<file path="src/sv/ausc_pkg.sv">
// Shared types and constants for the HEVC access unit scanner.
`default_nettype none

package ausc_pkg;

    localparam int DEF_WINDOW_BITS = 31;

    localparam int LEN_W  = 25;   // 24-bit NAL length plus the 4 prefix bytes
    localparam int ACC_W  = 31;
    localparam int TYPE_W = 6;

    localparam logic [TYPE_W-1:0] UT_RASL_N    = 6'd8;
    localparam logic [TYPE_W-1:0] UT_RASL_R    = 6'd9;
    localparam logic [TYPE_W-1:0] UT_IDR_RADL  = 6'd19;
    localparam logic [TYPE_W-1:0] UT_IDR_NOLP  = 6'd20;
    localparam logic [TYPE_W-1:0] UT_CRA       = 6'd21;
    localparam logic [TYPE_W-1:0] UT_AUD       = 6'd35;
    localparam logic [TYPE_W-1:0] UT_EOB       = 6'd37;
    localparam logic [TYPE_W-1:0] UT_MAX       = 6'd40;

    typedef enum logic [1:0] {
        REASON_PARSE_FAIL = 2'd0,
        REASON_NEW_FRAME  = 2'd1,
        REASON_DELIMITER  = 2'd2,
        REASON_WINDOW_END = 2'd3
    } end_reason_t;

    typedef struct packed {
        logic [7:0]  byte_value;
        logic        start_of_window;
        logic [30:0] window_bytes;
    } in_item_t;

    typedef struct packed {
        logic [30:0] match_length;
        logic        keyframe;
        logic        confident;
        end_reason_t end_reason;
    } out_item_t;

    function automatic logic is_slice(input logic [TYPE_W-1:0] t);
        return (t == 6'd0) || (t == 6'd1) || (t == UT_RASL_N) || (t == UT_RASL_R) ||
               (t == UT_IDR_RADL) || (t == UT_CRA);
    endfunction

endpackage

`default_nettype wire

</file>
<file path="src/sv/ausc_ifs.sv">
// Valid/ready channel interfaces for the scanner's byte input and result output.
`default_nettype none

interface ausc_byte_if import ausc_pkg::*; ();
    logic     valid;
    logic     ready;
    in_item_t data;

    modport source (output valid, output data, input ready);
    modport sink   (input valid, input data, output ready);
endinterface

interface ausc_result_if import ausc_pkg::*; ();
    logic      valid;
    logic      ready;
    out_item_t data;

    modport source (output valid, output data, input ready);
    modport sink   (input valid, input data, output ready);
endinterface

`default_nettype wire

</file>
<file path="src/sv/hevc_access_unit_scanner_unit.sv">
// Top level of the HEVC access unit scanner: input stage, step logic, result register.
//
//  Channel   Role    Item                                       Handshake
//  bytes     sink    byte_value, start_of_window, window_bytes  valid/ready
//  results   source  match_length, keyframe, confident,         valid/ready
//                    end_reason
//
// One byte item per clock while the result register is not stalled. A byte is held in
// the input register, is checked against the scanner state, and any result is loaded
// into the result register when the pipeline advances. The state update per byte is a
// single counter/compare step, so it sets the rate of one item per cycle while the
// result side does not stall.
// Reset clears the scan state; nothing is pending afterwards.
// A stalled result holds the pipeline; bytes keep flowing while the result register
// is empty or being drained in the same cycle.
`default_nettype none

module hevc_access_unit_scanner_unit import ausc_pkg::*;
#(
    parameter int WINDOW_BITS = DEF_WINDOW_BITS
)
(
    input  wire logic     clk,
    input  wire logic     rst_n,
    ausc_byte_if.sink     bytes,
    ausc_result_if.source results
);

    logic      advance;     // item in the input register may move on
    logic      item_valid;
    in_item_t  item;
    logic      core_fire;   // step logic consumes the held byte this cycle
    logic      res_valid;
    out_item_t res;

    logic      out_valid_reg;
    logic      out_valid_next;
    out_item_t out_data_reg;

    // result register is free, or its item is taken this cycle
    assign advance   = !out_valid_reg || results.ready;
    assign core_fire = item_valid && advance;

    ausc_in_stage u_in_stage (
        .clk        (clk),
        .rst_n      (rst_n),
        .in_valid   (bytes.valid),
        .in_ready   (bytes.ready),
        .in_data    (bytes.data),
        .advance    (advance),
        .item_valid (item_valid),
        .item       (item)
    );

    ausc_step #(
        .WINDOW_BITS (WINDOW_BITS)
    ) u_step (
        .clk       (clk),
        .rst_n     (rst_n),
        .fire      (core_fire),
        .item      (item),
        .res_valid (res_valid),
        .res       (res)
    );

    // result register: loads whenever the pipeline advances
    assign out_valid_next = advance ? (core_fire && res_valid) : out_valid_reg;

    always_ff @(posedge clk or negedge rst_n)
    begin
        if (!rst_n)
        begin
            out_valid_reg <= 1'b0;
        end
        else
        begin
            out_valid_reg <= out_valid_next;
        end
    end

    always_ff @(posedge clk)
    begin
        if (core_fire && res_valid)
        begin
            out_data_reg <= res;
        end
    end

    assign results.valid = out_valid_reg;
    assign results.data  = out_data_reg;

    // a new result only ever follows a byte that went through the step logic
    a_result_from_item: assert property (@(posedge clk) disable iff (!rst_n)
        !core_fire |=> !$rose(out_valid_reg))
        else $error("result appeared without a processed byte");

    // an empty result register never back-pressures the byte input
    a_ready_when_empty: assert property (@(posedge clk) disable iff (!rst_n)
        !out_valid_reg |-> bytes.ready)
        else $error("input stalled with empty result register");

    // window exhaustion only follows an accepted NAL, so the length is nonzero
    a_window_end_len: assert property (@(posedge clk) disable iff (!rst_n)
        (core_fire && res_valid && res.end_reason == REASON_WINDOW_END)
            |-> res.match_length != '0)
        else $error("window exhausted with zero match length");

endmodule

`default_nettype wire

</file>
<file path="src/sv/ausc_in_stage.sv">
// Input register stage: captures one byte item and holds it until the step logic takes it.
`default_nettype none

module ausc_in_stage import ausc_pkg::*;
(
    input  wire logic     clk,
    input  wire logic     rst_n,
    input  wire logic     in_valid,
    output logic          in_ready,
    input  wire in_item_t in_data,
    input  wire logic     advance,
    output logic          item_valid,
    output in_item_t      item
);

    logic     valid_reg;
    logic     valid_next;
    in_item_t data_reg;

    // free slot, or the held item leaves this cycle
    assign in_ready   = !valid_reg || advance;
    assign valid_next = in_ready ? in_valid : valid_reg;

    always_ff @(posedge clk or negedge rst_n)
    begin
        if (!rst_n)
        begin
            valid_reg <= 1'b0;
        end
        else
        begin
            valid_reg <= valid_next;
        end
    end

    always_ff @(posedge clk)
    begin
        if (in_ready && in_valid)
        begin
            data_reg <= in_data;
        end
    end

    assign item_valid = valid_reg;
    assign item       = data_reg;

endmodule

`default_nettype wire

</file>
<file path="src/sv/ausc_step.sv">
// Scanner state and the per-byte NAL check and access unit end logic.
`default_nettype none

module ausc_step import ausc_pkg::*;
#(
    parameter int WINDOW_BITS = DEF_WINDOW_BITS
)
(
    input  wire logic     clk,
    input  wire logic     rst_n,
    input  wire logic     fire,
    input  wire in_item_t item,
    output logic          res_valid,
    output out_item_t     res
);

    localparam int WIN_IN_W = (WINDOW_BITS < 31) ? WINDOW_BITS : 31;
    localparam int CMP_W    = (WINDOW_BITS > LEN_W) ? WINDOW_BITS : LEN_W;

    typedef enum logic [2:0] {
        PH_LEN0     = 3'd0,
        PH_LEN1     = 3'd1,
        PH_LEN2     = 3'd2,
        PH_LEN3     = 3'd3,
        PH_HDR0     = 3'd4,
        PH_HDR1     = 3'd5,
        PH_PAYLOAD0 = 3'd6,
        PH_SKIP     = 3'd7
    } phase_t;

    logic                   scanning_reg,  scanning_next;
    phase_t                 phase_reg,     phase_next;
    logic [LEN_W-1:0]       nal_len_reg,   nal_len_next;
    logic [LEN_W-1:0]       left_reg,      left_next;
    logic [TYPE_W-1:0]      type_reg,      type_next;
    logic [5:0]             layer_reg,     layer_next;
    logic                   have_prev_reg, have_prev_next;
    logic [5:0]             prev_layer_reg, prev_layer_next;
    logic [ACC_W-1:0]       acc_reg,       acc_next;
    logic [WINDOW_BITS-1:0] win_reg,       win_next;
    logic                   kf_reg,        kf_next;
    logic                   any_reg,       any_next;

    // state as seen by this byte: a start item drops the running scan
    logic                   e_scanning;
    phase_t                 e_phase;
    logic [LEN_W-1:0]       e_nal_len;
    logic [LEN_W-1:0]       e_left;
    logic [TYPE_W-1:0]      e_type;
    logic [5:0]             e_layer;
    logic                   e_have_prev;
    logic [5:0]             e_prev_layer;
    logic [ACC_W-1:0]       e_acc;
    logic [WINDOW_BITS-1:0] e_win;
    logic                   e_kf;
    logic                   e_any;

    logic [7:0]             b;
    logic [23:0]            len24;
    logic [LEN_W-1:0]       len_total;
    logic [TYPE_W-1:0]      hdr_type;
    logic [5:0]             full_layer;
    logic                   do_accept;
    logic [LEN_W-1:0]       consumed;
    logic [ACC_W-1:0]       acc_sum;
    logic [WINDOW_BITS-1:0] win_sub;
    logic [LEN_W-1:0]       left_dec;

    always_comb
    begin
        if (item.start_of_window)
        begin
            e_scanning   = 1'b1;
            e_phase      = PH_LEN0;
            e_nal_len    = '0;
            e_left       = '0;
            e_type       = '0;
            e_layer      = '0;
            e_have_prev  = 1'b0;
            e_prev_layer = '0;
            e_acc        = '0;
            e_win        = WINDOW_BITS'(item.window_bytes[WIN_IN_W-1:0]);
            e_kf         = 1'b0;
            e_any        = 1'b0;
        end
        else
        begin
            e_scanning   = scanning_reg;
            e_phase      = phase_reg;
            e_nal_len    = nal_len_reg;
            e_left       = left_reg;
            e_type       = type_reg;
            e_layer      = layer_reg;
            e_have_prev  = have_prev_reg;
            e_prev_layer = prev_layer_reg;
            e_acc        = acc_reg;
            e_win        = win_reg;
            e_kf         = kf_reg;
            e_any        = any_reg;
        end
    end

    assign b          = item.byte_value;
    assign len24      = {e_nal_len[15:0], b};
    assign len_total  = {1'b0, len24} + LEN_W'(4);
    assign hdr_type   = b[6:1];
    assign full_layer = e_layer | {1'b0, b[7:3]};
    // length checks guarantee the NAL fits, so these never wrap
    assign acc_sum    = e_acc + ACC_W'(e_nal_len);
    assign win_sub    = e_win - WINDOW_BITS'(e_nal_len);
    assign left_dec   = (e_left != '0) ? (e_left - LEN_W'(1)) : e_left;

    always_comb
    begin
        scanning_next   = e_scanning;
        phase_next      = e_phase;
        nal_len_next    = e_nal_len;
        left_next       = e_left;
        type_next       = e_type;
        layer_next      = e_layer;
        have_prev_next  = e_have_prev;
        prev_layer_next = e_prev_layer;
        acc_next        = e_acc;
        win_next        = e_win;
        kf_next         = e_kf;
        any_next        = e_any;
        do_accept       = 1'b0;
        consumed        = LEN_W'(6);
        res_valid       = 1'b0;
        res.match_length = e_acc;
        res.keyframe     = e_kf;
        res.confident    = e_any;
        res.end_reason   = REASON_PARSE_FAIL;

        if (e_scanning)
        begin
            unique case (e_phase)
                PH_LEN0:
                begin
                    if (b != 8'd0 || e_win < WINDOW_BITS'(6))
                    begin
                        res_valid = 1'b1;
                    end
                    else
                    begin
                        nal_len_next = '0;
                        phase_next   = PH_LEN1;
                    end
                end
                PH_LEN1:
                begin
                    nal_len_next = {1'b0, len24};
                    phase_next   = PH_LEN2;
                end
                PH_LEN2:
                begin
                    nal_len_next = {1'b0, len24};
                    phase_next   = PH_LEN3;
                end
                PH_LEN3:
                begin
                    nal_len_next = len_total;
                    if (len24 < 24'd2 || CMP_W'(len_total) > CMP_W'(e_win))
                    begin
                        res_valid = 1'b1;
                    end
                    else
                    begin
                        phase_next = PH_HDR0;
                    end
                end
                PH_HDR0:
                begin
                    type_next  = hdr_type;
                    layer_next = {b[0], 5'd0};
                    if (b[7] || hdr_type > UT_MAX ||
                        (is_slice(hdr_type) && e_nal_len < LEN_W'(7)))
                    begin
                        res_valid = 1'b1;
                    end
                    else
                    begin
                        phase_next = PH_HDR1;
                    end
                end
                PH_HDR1:
                begin
                    layer_next = full_layer;
                    if ((e_type == UT_EOB) != (b[2:0] == 3'd0))
                    begin
                        res_valid = 1'b1;
                    end
                    else
                    begin
                        if (e_type == UT_IDR_RADL || e_type == UT_IDR_NOLP)
                        begin
                            kf_next = 1'b1;
                        end
                        if (is_slice(e_type))
                        begin
                            phase_next = PH_PAYLOAD0;
                        end
                        else if (e_type == UT_AUD && e_have_prev)
                        begin
                            res_valid      = 1'b1;
                            res.keyframe   = kf_next;
                            res.end_reason = REASON_DELIMITER;
                        end
                        else
                        begin
                            do_accept = 1'b1;
                        end
                    end
                end
                PH_PAYLOAD0:
                begin
                    if (e_have_prev && (b[7] || e_layer != e_prev_layer))
                    begin
                        res_valid      = 1'b1;
                        res.end_reason = REASON_NEW_FRAME;
                    end
                    else
                    begin
                        do_accept = 1'b1;
                        consumed  = LEN_W'(7);
                    end
                end
                PH_SKIP:
                begin
                    left_next = left_dec;
                    if (left_dec == '0)
                    begin
                        phase_next = PH_LEN0;
                    end
                end
            endcase

            if (do_accept)
            begin
                acc_next        = acc_sum;
                win_next        = win_sub;
                have_prev_next  = 1'b1;
                prev_layer_next = layer_next;
                if (win_sub == '0)
                begin
                    res_valid        = 1'b1;
                    res.match_length = acc_sum;
                    res.keyframe     = kf_next;
                    res.end_reason   = REASON_WINDOW_END;
                end
                else
                begin
                    any_next   = 1'b1;
                    left_next  = e_nal_len - consumed;
                    phase_next = (e_nal_len != consumed) ? PH_SKIP : PH_LEN0;
                end
            end

            if (res_valid)
            begin
                scanning_next = 1'b0;
            end
        end
    end

    always_ff @(posedge clk or negedge rst_n)
    begin
        if (!rst_n)
        begin
            scanning_reg   <= 1'b0;
            phase_reg      <= PH_LEN0;
            nal_len_reg    <= '0;
            left_reg       <= '0;
            type_reg       <= '0;
            layer_reg      <= '0;
            have_prev_reg  <= 1'b0;
            prev_layer_reg <= '0;
            acc_reg        <= '0;
            win_reg        <= '0;
            kf_reg         <= 1'b0;
            any_reg        <= 1'b0;
        end
        else if (fire)
        begin
            scanning_reg   <= scanning_next;
            phase_reg      <= phase_next;
            nal_len_reg    <= nal_len_next;
            left_reg       <= left_next;
            type_reg       <= type_next;
            layer_reg      <= layer_next;
            have_prev_reg  <= have_prev_next;
            prev_layer_reg <= prev_layer_next;
            acc_reg        <= acc_next;
            win_reg        <= win_next;
            kf_reg         <= kf_next;
            any_reg        <= any_next;
        end
    end

endmodule

`default_nettype wire

</file>
<file path="src/flat_wrapper.sv">
// flat-port wrapper written by rule: the top's interface ports become plain ports
module hevc_access_unit_scanner_unit_flat import ausc_pkg::*;
#(
    parameter int WINDOW_BITS = DEF_WINDOW_BITS
)
  (clk, rst_n, bytes_valid, bytes_data, bytes_ready, results_valid, results_data, results_ready);
  ausc_byte_if bytes_i ();
  ausc_result_if results_i ();
  input  wire logic clk;
  input  wire logic rst_n;
  input wire logic [$bits(bytes_i.valid)-1:0] bytes_valid;
  input wire logic [$bits(bytes_i.data)-1:0] bytes_data;
  output wire logic [$bits(bytes_i.ready)-1:0] bytes_ready;
  output wire logic [$bits(results_i.valid)-1:0] results_valid;
  output wire logic [$bits(results_i.data)-1:0] results_data;
  input wire logic [$bits(results_i.ready)-1:0] results_ready;
  assign bytes_i.valid = bytes_valid;
  assign bytes_i.data = bytes_data;
  assign bytes_ready = bytes_i.ready;
  assign results_valid = results_i.valid;
  assign results_data = results_i.data;
  assign results_i.ready = results_ready;
  hevc_access_unit_scanner_unit #(.WINDOW_BITS(WINDOW_BITS)) u_core (.clk(clk), .rst_n(rst_n), .bytes(bytes_i), .results(results_i));
endmodule
</file>
<file path="config.mk">
export PLATFORM = sky130hd
export DESIGN_NAME = hevc_access_unit_scanner_unit_flat
export DESIGN_NICKNAME = d
export VERILOG_FILES = /design/src/sv/ausc_pkg.sv /design/src/sv/ausc_ifs.sv /design/src/sv/hevc_access_unit_scanner_unit.sv /design/src/sv/ausc_in_stage.sv /design/src/sv/ausc_step.sv /design/src/flat_wrapper.sv
export SDC_FILE = /design/constraint.sdc
export NUM_CORES = 1
export LEC_CHECK = 0
export ABC_AREA = 0
export BUFFER_PORTS_ARGS = -buffer_cell sky130_fd_sc_hd__buf_4
export CORE_UTILIZATION = 40
export CTS_CLUSTER_DIAMETER = 200
export CTS_CLUSTER_SIZE = 10
export DETAILED_ROUTE_END_ITERATION = 16
export PLACE_DENSITY = 0.57
export SYNTH_ARGS = -nofsm -noshare
export SYNTH_HDL_FRONTEND = slang
export SYNTH_SLANG_ARGS = --single-unit
</file>
<file path="constraint.sdc">
create_clock -name clk -period 16.5 [get_ports clk]
set_clock_uncertainty 0.05 [all_clocks]
set_input_delay 0 -clock clk [delete_from_list [all_inputs] [get_ports clk]]
set_output_delay 0 -clock clk [all_outputs]
set_load 0.01 [all_outputs]
</file>
==> impl_metrics.env, run 1 <==
export IMPL_total_power_mw=1.84
export IMPL_num_antenna_cells=0
export IMPL_max_stage_delay_ps=910
export IMPL_utilization_pct=45.7
export IMPL_max_slew_margin_pct=23.8
export IMPL_ys_types=94
export IMPL_internal_power_mw=1.13
export IMPL_reg2reg_from="u_core.u_in_stage.item[31]$_DFFE_PP_"
export IMPL_multiInputGateArea_um2=10000
export IMPL_seq_area_um2=5730
export IMPL_p_leak_nw=7.88
export IMPL_layout_common_cells="nand2_1 (200), nor2_1 (174), a21oi_1 (145)"
export IMPL_grt_busiest_layer="met2"
export IMPL_drt_wl_total_mm=57.9
export IMPL_synth_xor_area_share_pct=4.91
export IMPL_async_flop_share_pct=65.0
export IMPL_io_buffers=80
export IMPL_grt_start_max_net_pins=137
export IMPL_drive_above_1_share_pct=9.02
export IMPL_switching_power_uw=714
export IMPL_dieArea_um2=42300
export IMPL_rows=74
export IMPL_grt_pass1_wl_mm=89.6
export IMPL_drt_pass1_iter_count=6
export IMPL_start_kind="flip-flop"
export IMPL_die_w_um=206
export IMPL_clock_latency_ps=560
export IMPL_worst_path_most_repeated_cell="buf_4"
export IMPL_synth_largest_area_cell="dfrtp_1"
export IMPL_worst_slack_ps=9650
export IMPL_numCtsBuffers=25
export IMPL_fin_cells=2593
export IMPL_required_ps=16610
export IMPL_grt_pass1_vias=15000
export IMPL_overflow=0
export IMPL_drc=0
export IMPL_syn_avg_cell_area_um2=8.31
export IMPL_ys_dominant_reg_cell="dfrtp_1"
export IMPL_slowest_stage="a21oi_4"
export IMPL_largest_reg_flops=40
export IMPL_pre_cts_ws_ps=9690
export IMPL_area_delta_synth_final_pct=12.8
export IMPL_endpoint_kind="flip-flop"
export IMPL_post_route_period_util_pct=41.5
export IMPL_crit_chain="buf_4 > buf_12 > nor2b_1 > inv_1 > fa_1 > a211oi_1 > nor4_2 > o2111ai_1 > o211ai_1 > xor2_1 > nor4_1 > nand4_1 > nor4_4 > buf_4 > nand3_1 > buf_4 > a21oi_4"
export IMPL_p_clk_share_pct=27.3
export IMPL_synth_seq_cells=214
export IMPL_grt_usage_pct=27.5
export IMPL_detail_route_antenna_nets=0
export IMPL_synthesis_instances=1999
export IMPL_synth_adder_area_share_pct=6.27
export IMPL_p_sw_share_pct=38.7
export IMPL_detail_route_iter0_violations=1440
export IMPL_use_met2_pct=46.3
export IMPL_slew_violations=0
export IMPL_status="complete, no violations"
export IMPL_use_met1_pct=36.7
export IMPL_synth_top_family_by_area="compound AO/OA/AOI/OAI gates"
export IMPL_synth_seq_area_share_pct=34.5
export IMPL_die_height_um=206
export IMPL_synth_top_area_share_pct=20.9
export IMPL_post_cts_resized=0
export IMPL_hpwl_mm=42.3
export IMPL_power_density_nw_per_um2=98.5
export IMPL_gr_usage_met3_pct=2.76
export IMPL_synth_fp_nets=2125
export IMPL_synth_compound_area_share_pct=23.6
export IMPL_muxShareOfSynthArea_pct=3.13
export IMPL_r2r_end="u_core.results.data[25]$_DFFE_PP_"
export IMPL_synth_simple_area_share_pct=22.3
export IMPL_min_period_ps=6850
export IMPL_rsz0062_at_grt="no"
export IMPL_synth_edf_count=75
export IMPL_fin_tns_setup_ps=0
export IMPL_antenna_found_initial=0
export IMPL_clock_sinks=214
export IMPL_tightest_slew_ps=1140
export IMPL_vias=15600
export IMPL_hold_viol_final=0
export IMPL_yosys_warnings=0
export IMPL_nets=2174
export IMPL_start_util_pct=40.6
export IMPL_fmax_ghz=0.146
export IMPL_hold_class="in -> async"
export IMPL_cts_tree="built"
export IMPL_worstSetupPathType="reg -> reg"
export IMPL_synthesis_area_um2=16600
export IMPL_place_gp_congestion=0.942
export IMPL_holdWs_ps=27.4
export IMPL_core_um2=40900
export IMPL_placed_cells=2509
export IMPL_cp_max_fo=136
export IMPL_r2r_setup_slack_ps=9650
export IMPL_place_area_um2=17600
export IMPL_p_comb_share_pct=36.8
export IMPL_via_per_inst=6.00
export IMPL_cts_buffer_depth=3
export IMPL_clock_root_buffer="clkbuf_16"
export IMPL_final_fill_count=4115
export IMPL_finalSetupViolCount=0
export IMPL_path_clk_slew_ps=60
export IMPL_cp_arrival_ps=6960
export IMPL_htreeDepth=1
export IMPL_pin_count=81
export IMPL_synth_area_leaders="dfrtp_1 (21%), edfxtp_1 (14%), ha_1 (6.0%), nand2_1 (4.5%), a21oi_1 (4.4%)"
export IMPL_finalInstanceArea_um2=18700
export IMPL_final_common_cell="nand2_1"
export IMPL_routedWlPerCell_um=22.3
export IMPL_r2r_cells=17
export IMPL_seqPwrFrac_pct=35.8
export IMPL_peakVddDrop_uv=80.7
export IMPL_maxCapViolations=0
## what timing repair did
action / in CTS / in global routing
hold buffers: 44 / 0
setup buffers: 0 / 0
endpoints found under the hold margin: 118 / 0
## worst max-delay path by stage
stage | startpoint | to | slack [ps] | depth (start not counted)
6_report | u_core.u_in_stage.item[31]$_DFFE_PP_ | u_core.results.data[25]$_DFFE_PP_ | 9650 | 17
2_1_floorplan | u_core.u_in_stage.item[31]$_DFFE_PP_ | u_core.results.data[0]$_SDFFCE_PP0P_ | 8580 | 24
3_5_place_dp | u_core.u_in_stage.item[31]$_DFFE_PP_ | u_core.results.data[1]$_SDFFCE_PP0P_ | 9690 | 19
4_1_cts | u_core.u_in_stage.item[31]$_DFFE_PP_ | u_core.results.data[20]$_DFFE_PP_ | 9670 | 19
5_1_grt | u_core.u_in_stage.item[31]$_DFFE_PP_ | u_core.results.data[24]$_DFFE_PP_ | 9200 | 20
3_3_place_gp | u_core.u_in_stage.item[31]$_DFFE_PP_ | u_core.results.data[4]$_DFFE_PP_ | 9800 | 19
## critical path: cells and delay by family, from the launching register on
kind,cells,cell delay (ps)
buffers and inverters,5,1250
xor gates and xnor gates,1,240
DFF,1,350
and+or+nand+nor,6,1720
AOI/OAI and AO/OA,4,2100
adders and majority gates,1,510
## metal layers
layer,up-vias,share of wire (%)
met2,468,48
met3,75,4.3
met5,-,0
li1,7455,-
met1,7565,44
met4,0,3.4
## cell type report
class / instances / share of cell area (%)
well taps: 532 / 3.56
clock inverters: 1 / 0.0468
repair buffers: 150 / 6.69
clock buffers: 39 / 3.62
inverters: 90 / 1.82
multi-input cells: 1567 / 53.7
flip-flops and latches: 214 / 30.6
## kinds of logic (layout without fill, tap and decap cells)
| family | Yosys count | count (layout) |
|---|---|---|
| and+or+nand+nor | 750 | 750 |
| AOI/OAI and AO/OA | 593 | 593 |
| buffers and inverters | 218 | 280 |
| DFF | 214 | 214 |
| xor gates and xnor gates | 93 | 93 |
| adders and majority gates | 82 | 82 |
| muxes | 49 | 49 |
## power by group through the flow
stage | Combinational, mW | Clock [mW] | Sequential [mW]
floorplan | 0.456 | 0 | 0.655
global placement | 0.664 | 0 | 0.669
detailed placement | 0.662 | 0 | 0.671
CTS | 0.674 | 0.520 | 0.660
global route | 0.743 | 0.537 | 0.669
finish | 0.679 | 0.504 | 0.661
## cells in the mapped netlist (all sizes together) (13+ instances only)
| cell type | instances |
|---|---|
| and3 | 28 |
| nand3 | 63 |
| inv | 90 |
| nor2 | 175 |
| nand2b | 19 |
| ha | 80 |
| a31oi | 44 |
| o21a | 15 |
| nor2b | 53 |
| o22ai | 17 |
| a21oi | 149 |
| o21bai | 13 |
| buf | 37 |
| nand2 | 201 |
| a22o | 27 |
| o21ai | 133 |
| edfxtp | 75 |
| or3 | 25 |
| xor2 | 30 |
| xnor2 | 63 |
| mux2i | 38 |
| nor4 | 30 |
| nor3 | 85 |
| dfrtp | 139 |
| o211ai | 16 |
| a211oi | 20 |
| a22oi | 19 |
| clkbuf | 91 |
| a21o | 33 |
| nand4 | 26 |
(Power assumes the default switching activity.)
==> inputs of run 2 (changes only) <==
- PLACE_DENSITY: 0.57 -> 0.59
- clock period: 16.5 -> 5.9 ns (I/O delays scaled with it)
==> run 2 against run 1 <==
Effect of this change: sequential share of layout area decreased by 0.60 points; clock-buffer cell count unchanged; first-iteration DRC count increased by 7.9%; wire length increased by 2.3%; register-to-register slack got worse by 9000 ps; largest cell class unchanged; worst hold slack got worse by 4.7 ps; final cell count increased by 1.5%; power increased to 2.9 times the previous value; non-clock buffer count increased by 39; die area unchanged; combinational power increased to 2.9 times the previous value; final area increased by 2.0%.
==> impl_metrics.env, run 2 (synthesized netlist as in run 1, its figures left out) <==
export IMPL_p_clk_share_pct=27.6
export IMPL_post_route_period_util_pct=89.7
export IMPL_final_fill_count=3969
export IMPL_routedWlPerCell_um=22.5
export IMPL_finalInstanceArea_um2=19100
export IMPL_cp_top_family="simple AND/OR/NAND/NOR gates"
export IMPL_core_um2=40900
export IMPL_die_w_um=206
export IMPL_drive_above_1_share_pct=10.8
export IMPL_via_per_inst=6.07
export IMPL_grt_pass1_wl_mm=91.1
export IMPL_multiInputGateArea_um2=10100
export IMPL_cp_max_fo=49
export IMPL_endpoint_kind="flip-flop"
export IMPL_fin_cells=2633
export IMPL_clock_latency_ps=590
export IMPL_antenna_found_initial=0
export IMPL_hold_viol_final=0
export IMPL_place_area_um2=17900
export IMPL_cts_buffer_depth=3
export IMPL_crit_path_end="u_core.results.data[1]$_SDFFCE_PP0P_"
export IMPL_max_slew_margin_pct=25.3
export IMPL_placed_cells=2548
export IMPL_drt_pass1_iter_count=6
export IMPL_rows=74
export IMPL_slew_violations=0
export IMPL_peakVddDrop_uv=226
export IMPL_rsz0062_at_grt="no"
export IMPL_seq_area_um2=5730
export IMPL_area_delta_synth_final_pct=15.0
export IMPL_largest_reg_flops=40
export IMPL_start_kind="flip-flop"
export IMPL_maxCapViolations=0
export IMPL_r2r_setup_slack_ps=610
export IMPL_hpwl_mm=43.8
export IMPL_grt_start_max_net_pins=89
export IMPL_grt_pass1_vias=15300
export IMPL_drt_wl_total_mm=59.2
export IMPL_internal_power_mw=3.21
export IMPL_reg2reg_from="u_core.u_in_stage.item[31]$_DFFE_PP_"
export IMPL_clock_root_buffer="clkbuf_16"
export IMPL_layout_common_cells="nand2_1 (200), nor2_1 (174), a21oi_1 (145)"
export IMPL_seqPwrFrac_pct=35.3
export IMPL_holdWs_ps=22.6
export IMPL_pin_count=81
export IMPL_p_leak_nw=8.11
export IMPL_min_period_ps=5290
export IMPL_post_cts_buffers=0
export IMPL_crit_cells=14
export IMPL_required_ps=6290
export IMPL_p_sw_share_pct=39.0
export IMPL_worst_path_most_repeated_cell="or4b_1"
export IMPL_cts_tree="built"
export IMPL_status="complete, no violations"
export IMPL_overflow=0
export IMPL_power_density_nw_per_um2=276
export IMPL_tightest_slew_ps=1120
export IMPL_r2r_cells=14
export IMPL_r2r_end="u_core.results.data[1]$_SDFFCE_PP0P_"
export IMPL_io_buffers=80
export IMPL_cp_arrival_ps=5680
export IMPL_hold_class="in -> async"
export IMPL_finalSetupViolCount=0
export IMPL_detail_route_antenna_nets=0
export IMPL_numCtsBuffers=25
export IMPL_switching_power_mw=2.06
export IMPL_clock_sinks=214
export IMPL_fmax_ghz=0.189
export IMPL_p_comb_share_pct=37.1
export IMPL_crit_buf_inv=2
export IMPL_num_antenna_cells=0
export IMPL_cp_startpoint="u_core.u_in_stage.item[31]$_DFFE_PP_"
export IMPL_detail_route_iter0_violations=1554
export IMPL_htreeDepth=1
export IMPL_max_stage_delay_ps=630
export IMPL_drc=0
export IMPL_worstSetupPathType="reg -> reg"
export IMPL_vias=16000
export IMPL_die_height_um=206
export IMPL_final_common_cell="nand2_1"
export IMPL_grt_usage_pct=28.1
export IMPL_path_clk_slew_ps=70
export IMPL_start_util_pct=40.6
export IMPL_total_power_mw=5.27
export IMPL_dieArea_um2=42300
export IMPL_fin_tns_setup_ps=0
export IMPL_slowest_stage="mux2i_1"
export IMPL_place_gp_congestion=0.945
export IMPL_crit_chain="buf_12 > mux2i_1 > inv_1 > ha_1 > and3_1 > nand2b_1 > nand3_1 > o21a_1 > or4b_4 > or4b_1 > or4b_1 > nor4b_1 > nand4b_1 > o21ai_1"
export IMPL_nets=2213
==> run 2: cell count changes in the layout (fill, tap and decap cells not counted), sizes merged <==
cell  previous run  this run
inv             90        91
buf            106       145
==> run 2: timing repair <==
action / 4_1_cts / 5_1_grt
hold endpoints to repair: 129 / 0
setup endpoints to repair: 0 / 0
resized for setup: 0 / 0
hold buffers: 44 / 0
==> run 2: area by class of cell <==
| class | count | area share (%) |
|---|---|---|
| clock buffer | 39 | 3.55 |
| clock inverter | 2 | 0.151 |
| inverter | 90 | 1.78 |
| multi-input combinational | 1567 | 52.7 |
| sequential | 214 | 30.0 |
| tap | 532 | 3.49 |
| timing repair buffer | 189 | 8.35 |
==> run 2: worst reg2reg max path, cell delays in order, from the launching register on <==
cell and delay (ps):
edfxtp_1 460, buf_12 280, mux2i_1 690, inv_1 100
ha_1 460, and3_1 310, nand2b_1 180, nand3_1 120
o21a_1 230, or4b_4 500, or4b_1 520, or4b_1 470
nor4b_1 370, nand4b_1 280, o21ai_1 160
==> run 2: power by group through the flow <==
stage | Clock (mW) | Sequential (mW) | Combinational (mW)
2_1_floorplan | 0 | 1.83 | 1.28
5_1_grt | 1.53 | 1.88 | 2.13
6_report | 1.45 | 1.86 | 1.96
3_5_place_dp | 0 | 1.88 | 1.90
4_1_cts | 1.48 | 1.85 | 1.93
3_3_place_gp | 0 | 1.88 | 1.91
==> run 2: worst min-delay path by stage <==
stage / endpoint / slack, ps / cells after the start
2_1_floorplan: u_core.results.valid$_DFFE_PN0P_ / -350 / 0
4_1_cts: u_core.u_step.left_reg[7]$_DFFE_PN0P_ / 70 / 2
6_report: u_core.u_step.left_reg[7]$_DFFE_PN0P_ / 20 / 2
5_1_grt: u_core.u_in_stage.item[38]$_DFFE_PP_ / 80 / 2
3_5_place_dp: u_core.u_step.left_reg[3]$_DFFE_PN0P_ / 100 / 1
3_3_place_gp: u_core.u_step.left_reg[7]$_DFFE_PN0P_ / 100 / 1
==> run 2: metrics by stage <==
stage                     utilization [%]  setup WS, ps
after detailed placement             43.9           697
after CTS                            46.7           684
final                                46.7           611
after global routing                 46.7           385
after floorplan                         -          21.5
after global placement               43.9           732
==> run 2: metal layers <==
layer  track usage, %  vias up  wire length, um  share of wire, %
met5                0        -                0                 0
met4             9.58        0             2100               3.6
met3             2.69      106             3160               5.3
met2             47.1      576            28100                48
met1             37.5     7771            25800                44
li1                 -     7529                -                 -
